[config.mk]
export PLATFORM = sky130hd
export DESIGN_NAME = cta_cell
export DESIGN_NICKNAME = d
export VERILOG_FILES = /design/src/cta_pkg.sv /design/src/cta_cell.sv
export SDC_FILE = /design/constraint.sdc
export NUM_CORES = 1
export LEC_CHECK = 0
export BUFFER_PORTS_ARGS = -buffer_cell sky130_fd_sc_hd__buf_2
export CAP_MARGIN = 25
export CORE_MARGIN = 1
export CORE_UTILIZATION = 45
export CTS_BUF_LIST = sky130_fd_sc_hd__clkbuf_4
export DETAILED_ROUTE_END_ITERATION = 10
export PLACE_DENSITY = 0.86
export SYNTH_ARGS = -nofsm -noshare
export SYNTH_HDL_FRONTEND = slang
export SYNTH_SLANG_ARGS = --single-unit
[constraint.sdc]
create_clock -name clk_i -period 2.22 [get_ports clk_i]
set_input_delay 0 -clock clk_i [delete_from_list [all_inputs] [get_ports clk_i]]
set_output_delay 0 -clock clk_i [all_outputs]
set_load 0.02 [all_outputs]
[src/cta_pkg.sv]
`timescale 1ns / 1ps
// ----------------------------------------------------------------------------
// cta_pkg: shared types and constants of the channel table
// Widths, operation/usage/outcome codes and the structs that travel between
// the controller and the row of table cells.
// ----------------------------------------------------------------------------
package cta_pkg;

  localparam int TABLE_ENTRIES = 16;

  localparam int OP_W   = 2;
  localparam int CHAN_W = 16;
  localparam int KIND_W = 2;
  localparam int SLOT_W = 4;
  localparam int OUT_W  = 3;
  localparam int USE_W  = 2;
  localparam int AGE_W  = 16;

  localparam int IDX_W = (TABLE_ENTRIES > 1) ? $clog2(TABLE_ENTRIES) : 1;
  // slot numbers inside the block cover both the table depth and the 4-bit port
  localparam int CMP_W = (IDX_W > SLOT_W) ? IDX_W : SLOT_W;

  localparam logic [OP_W-1:0] OP_LOOKUP    = 2'd0;
  localparam logic [OP_W-1:0] OP_MARK_CONN = 2'd1;
  localparam logic [OP_W-1:0] OP_MARK_RSV  = 2'd2;

  localparam logic [USE_W-1:0] USE_FREE      = 2'd0;
  localparam logic [USE_W-1:0] USE_RESERVED  = 2'd1;
  localparam logic [USE_W-1:0] USE_CONNECTED = 2'd2;

  localparam logic [OUT_W-1:0] OUT_FOUND    = 3'd0;
  localparam logic [OUT_W-1:0] OUT_FREE     = 3'd1;
  localparam logic [OUT_W-1:0] OUT_REPLACED = 3'd2;
  localparam logic [OUT_W-1:0] OUT_FULL     = 3'd3;
  localparam logic [OUT_W-1:0] OUT_MARKED   = 3'd4;
  localparam logic [OUT_W-1:0] OUT_IGNORED  = 3'd5;

  localparam logic [AGE_W-1:0] AGE_MAX = '1;

  typedef logic [CMP_W-1:0] slot_t;

  // request broadcast to every cell while a search wave runs
  typedef struct packed {
    logic [OP_W-1:0]   op;
    logic [CHAN_W-1:0] chan;
    logic [KIND_W-1:0] kind;
    slot_t             idx;
  } req_t;

  // search record handed from cell to cell
  typedef struct packed {
    logic              valid;
    logic              hit;
    slot_t             hit_idx;
    logic [KIND_W-1:0] hit_kind;
    logic              free_ok;
    slot_t             free_idx;
    logic              old_ok;
    slot_t             old_idx;
    logic [AGE_W-1:0]  old_age;
    logic              mark_seen;
    logic              mark_used;
    logic [KIND_W-1:0] mark_kind;
  } rec_t;

  // allocation commit broadcast
  typedef struct packed {
    logic              en;
    slot_t             pick;
    logic [CHAN_W-1:0] chan;
    logic [KIND_W-1:0] kind;
  } cmt_t;

endpackage

[src/cta_cell.sv]
`timescale 1ns / 1ps
// ----------------------------------------------------------------------------
// cta_cell: one table entry
// Holds usage, channel, kind and age of one slot. Folds its entry into the
// passing search record, applies marks on the way, and takes allocation
// commits and age updates from the broadcast.
// ----------------------------------------------------------------------------
module cta_cell import cta_pkg::*; (
  input  logic  clk_i,
  input  logic  rst_ni,
  input  slot_t cell_id_i,
  input  req_t  req_i,
  input  cmt_t  cmt_i,
  input  rec_t  rec_i,
  output rec_t  rec_o
);

  logic [USE_W-1:0]  use_q, use_d;
  logic [CHAN_W-1:0] chan_q, chan_d;
  logic [KIND_W-1:0] kind_q, kind_d;
  logic [AGE_W-1:0]  age_q, age_d;
  rec_t              rec_q, rec_d;

  logic is_mark;

  assign is_mark = (req_i.op == OP_MARK_CONN) || (req_i.op == OP_MARK_RSV);

  always_comb begin
    rec_d  = rec_i;
    use_d  = use_q;
    chan_d = chan_q;
    kind_d = kind_q;
    age_d  = age_q;

    if (rec_i.valid) begin
      if (req_i.op == OP_LOOKUP && !rec_i.hit) begin
        if (use_q == USE_FREE) begin
          if (!rec_i.free_ok) begin
            rec_d.free_ok  = 1'b1;
            rec_d.free_idx = cell_id_i;
          end
        end else if (chan_q == req_i.chan) begin
          rec_d.hit      = 1'b1;
          rec_d.hit_idx  = cell_id_i;
          rec_d.hit_kind = kind_q;
        end else if (use_q == USE_RESERVED &&
                     (!rec_i.old_ok || rec_i.old_age < age_q)) begin
          // strict compare keeps the lowest index on equal ages
          rec_d.old_ok  = 1'b1;
          rec_d.old_idx = cell_id_i;
          rec_d.old_age = age_q;
        end
      end
      if (is_mark && cell_id_i == req_i.idx) begin
        rec_d.mark_seen = 1'b1;
        rec_d.mark_used = (use_q != USE_FREE);
        rec_d.mark_kind = kind_q;
        if (use_q != USE_FREE) begin
          use_d = (req_i.op == OP_MARK_CONN) ? USE_CONNECTED : USE_RESERVED;
        end
      end
    end

    if (cmt_i.en) begin
      if (use_q == USE_RESERVED && age_q != AGE_MAX) begin
        age_d = age_q + AGE_W'(1);
      end
      if (cmt_i.pick == cell_id_i) begin
        use_d  = USE_RESERVED;
        chan_d = cmt_i.chan;
        kind_d = cmt_i.kind;
        age_d  = '0;
      end
    end
  end

  always_ff @(posedge clk_i or negedge rst_ni) begin
    if (!rst_ni) begin
      use_q  <= USE_FREE;
      chan_q <= '0;
      kind_q <= '0;
      age_q  <= '0;
      rec_q  <= '0;
    end else begin
      use_q  <= use_d;
      chan_q <= chan_d;
      kind_q <= kind_d;
      age_q  <= age_d;
      rec_q  <= rec_d;
    end
  end

  assign rec_o = rec_q;

endmodule

==> summary.txt <==
Status
  – Status: complete, but fails checks
  – Failing checks: setup timing

Synth
  – Yosys top cell area share: 0.497
  – EDFF count, synth: 0
  – Synth area leader: dfrtp_1
  – Post-Syn Area: 3730 µm²
  – Flops & latches, synth: 74
  – Ranking of synthesized cells by area: dfrtp_1, mux2_4, xnor2_1, nand2_1, ha_1
  – Ys flop type: dfrtp_1
  – Syn nets: between 400 and 500
  – Syn. warnings: 0
  – Commonest cells in the synthesized netlist: dfrtp_1, nand2_1, xnor2_1
  – Post-Syn Area per Cell: approximately 11 µm²
  – Mapped Cells: 340
  – Seq/Total Area, Yosys: 0.497
  – Fraction of registers with async set/reset: 1.00
  – Yosys cell types: 38
  – Count leader, synth: dfrtp_1

Detailed routing
  – # DRC: 0
  – DRT Pass-1 Iters: 5
  – Initial DRC count: 115
  – Vias per cell: 5.04
  – Via count: between 3k and 4k
  – WL final: around 11,000 µm
  – Routed Antenna Nets: 0
  – Routed wire per std cell: roughly 16 µm

Worst setup path
  – Critical path required time: 2.53 ns
  – Maximum fanout along the worst path: 8
  – Worst Setup SP: age_q[14]
  – Worst reg2reg startpoint: age_q[14]
  – Top delay family on crit path: simple AND/OR/NAND/NOR gates
  – R2R Path End: rec_o[6]
  – Element type at the critical path end: register
  – CP max stage delay: ~0.5 ns
  – CP Launch Type: register
  – WP buf/inv: 2
  – Crit path cell chain: inv_2 > ha_4 > a21oi_2 > nand2_1 > a21oi_1 > or4b_4 > a21oi_4 > buf_8 > mux2_4
  – Critical Path AT: 2.76 ns
  – Critical path endpoint: rec_o[6]
  – R2R Setup Slk: -0.24 ns
  – Crit Path Class: reg -> reg
  – R2R cell count: 9
  – WP depth: 9
  – CP max-delay cell: or4b_4

CTS
  – CTS Sinks: 74
  – CTS H-tree lvls: 3
  – CTS tree: done
  – Worst-path clk slew: roughly 0.12 ns
  – CTS Buf Count: 9
  – Root Driver: clkbuf_4
  – Clock latency at the later pin of the worst-skew pair: 0.43 ns
  – Clock Tree Buf Depth: 2

Floorplan
  – Die height: 93.0 µm
  – Boundary pin count: between 100 and 150
  – Starting density of the core: 0.475
  – Core box area: around 7800 µm²
  – Die width: 93.0 µm
  – Rows: 32
  – Die ar.: 8650 µm²

Place
  – GPL Wtd Cong: 0.887
  – Dpl cell area: about 4700 µm²
  – HPWL Detailed: 6820 µm
  – Pre-CTS setup slack: -0.193 ns
  – Placed cell count: 595
  – PortBufs: 126

STA
  – Worst Tran Pin Value: 0.934 ns
  – Final hold viol count: 0
  – Fin Hold WS: ~0.073 ns
  – Final setup viols: 20
  – RSZ-0062 raised after global routing: true
  – Final worst slack: -0.237 ns
  – Clock skew: 0.0253 ns
  – Slew headroom: 0.377
  – Final setup TNS: -4.09 ns
  – Tcrit/Tclk final: 1.11
  – Max Fclk: just over 0.4 GHz
  – Fin. max-slew vios: 0
  – Period minus WS final: 2.46 ns

GRT
  – GRT Total Usage: 0.264
  – Grt total ovfl: 0
  – Largest net degree at the start of global routing: 75
  – First-pass GRT wire length: 17,300 µm
  – Number of global-route vias before repair: 3,717
  – Initial antenna violation count: 0

Power
  – Clock Power Share: 0.177
  – Sw power: around 1.4 mW
  – VDD IR max: 0.429 mV
  – P_leak: roughly 2.8 nW
  – PD cells: 730 nW/µm²
  – Sw frac: 0.344
  – Seq pwr share: 0.427
  – Combinational power share: 0.396
  – Tot Pwr: 4.18 mW
  – Cell-internal power: roughly 2.7 mW

Final layout
  – # diodes: 0
  – Fraction of layout cells with a size suffix above 1: 0.426
  – Post-layout util: 0.729
  – Cell Count, Final, Fillers Out: 689
  – Area grow syn2layout: 53.6%
  – Total Nets Final: slightly below 700
  – Final Cell Area: 5720 µm²

Worst hold path
  – Hold crit path type: in -> reg

Flow run
  – MaxCap Viol Count: 0
==> placed cells by master, fill, tap and decap left out, drive strengths merged, types with 2 or more instances in the layout <==
cell / count
inv: 19
a21boi: 2
mux2: 33
a21o: 2
nand2: 63
nor3: 6
nand4: 13
a21oi: 9
nor2: 19
clkinv: 5
xor2: 5
ha: 18
nand2b: 3
and2: 3
clkbuf: 10
nor4: 5
dlygate4sd3: 66
xnor2: 33
dfrtp: 74
and4: 6
o21ai: 3
buf: 172
nand3: 6
==> power by group through the flow <==
| stage | Clock [mW] | Sequential, mW | Combinational [mW] |
|---|---|---|---|
| 6_report | 0.739 | 1.78 | 1.65 |
| 5_1_grt | 0.824 | 1.81 | 1.80 |
| 2_1_floorplan | 0 | 1.87 | 0.697 |
| 3_3_place_gp | 0 | 1.78 | 1.32 |
| 3_5_place_dp | 0 | 1.80 | 1.37 |
| 4_1_cts | 0.759 | 1.78 | 1.55 |
==> worst min-delay path by stage <==
stage | from | to | cells past startpoint
floorplan | rst_ni | age_q[0] | 0
detailed placement | rec_i[37] | rec_o[37] | 1
global placement | rec_i[37] | rec_o[37] | 1
global route | req_i[22] | use_q[0] | 4
CTS | req_i[22] | use_q[0] | 4
finish | req_i[0] | use_q[1] | 5
==> flip-flops by register name, summed over array words and instances (netlist names) <==
name,flops
age_q,16
rec_o,38
kind_q,2
chan_q,16
use_q,2
==> cell type report <==
cell class,count,area (µm²)
flip-flops and latches,74,1850
inverters,19,71.3
repair buffers,238,1650
fillers,513,2120
multi-input cells,240,1900
clock inverters,6,43.8
well taps,102,128
clock buffers,10,75.1
==> repair_timing <==
item                                    in CTS  in global routing
endpoints found under the hold margin      131                  0
hold buffers                                66                  0
cloned                                       1                  0
gates resized for setup                     15                  8
pin swaps                                    5                  5
endpoints found under the setup margin      20                 31
setup buffers                                4                  7
==> per-layer routing <==
| layer | global-route usage | up-vias | routed length [µm] |
|---|---|---|---|
| li1 | - | 1636 | - |
| met1 | 0.284 | 1668 | 4200 |
| met2 | 0.494 | 139 | 5850 |
| met3 | 0.0512 | 28 | 590 |
| met4 | 0.127 | 0 | 321 |
| met5 | 0 | - | 0 |
==> cells by family after synthesis <==
| kind of cell | Yosys count | share of synthesized area |
|---|---|---|
| compound gates | 19 | 0.0319 |
| simple gates | 132 | 0.171 |
| xor+xnor | 38 | 0.0893 |
| flops | 74 | 0.497 |
| buf+inv | 26 | 0.0309 |
| mux | 33 | 0.120 |
| fa+ha+maj | 18 | 0.0604 |
==> worst register-to-register path: stages, from the launching register on <==
cell     delay (ns)
dfrtp_1        0.42
inv_2          0.08
ha_4           0.21
a21oi_2        0.14
nand2_1        0.10
a21oi_1        0.16
or4b_4         0.50
a21oi_4        0.22
buf_8          0.19
mux2_4         0.32
(Power assumes the default switching activity.)
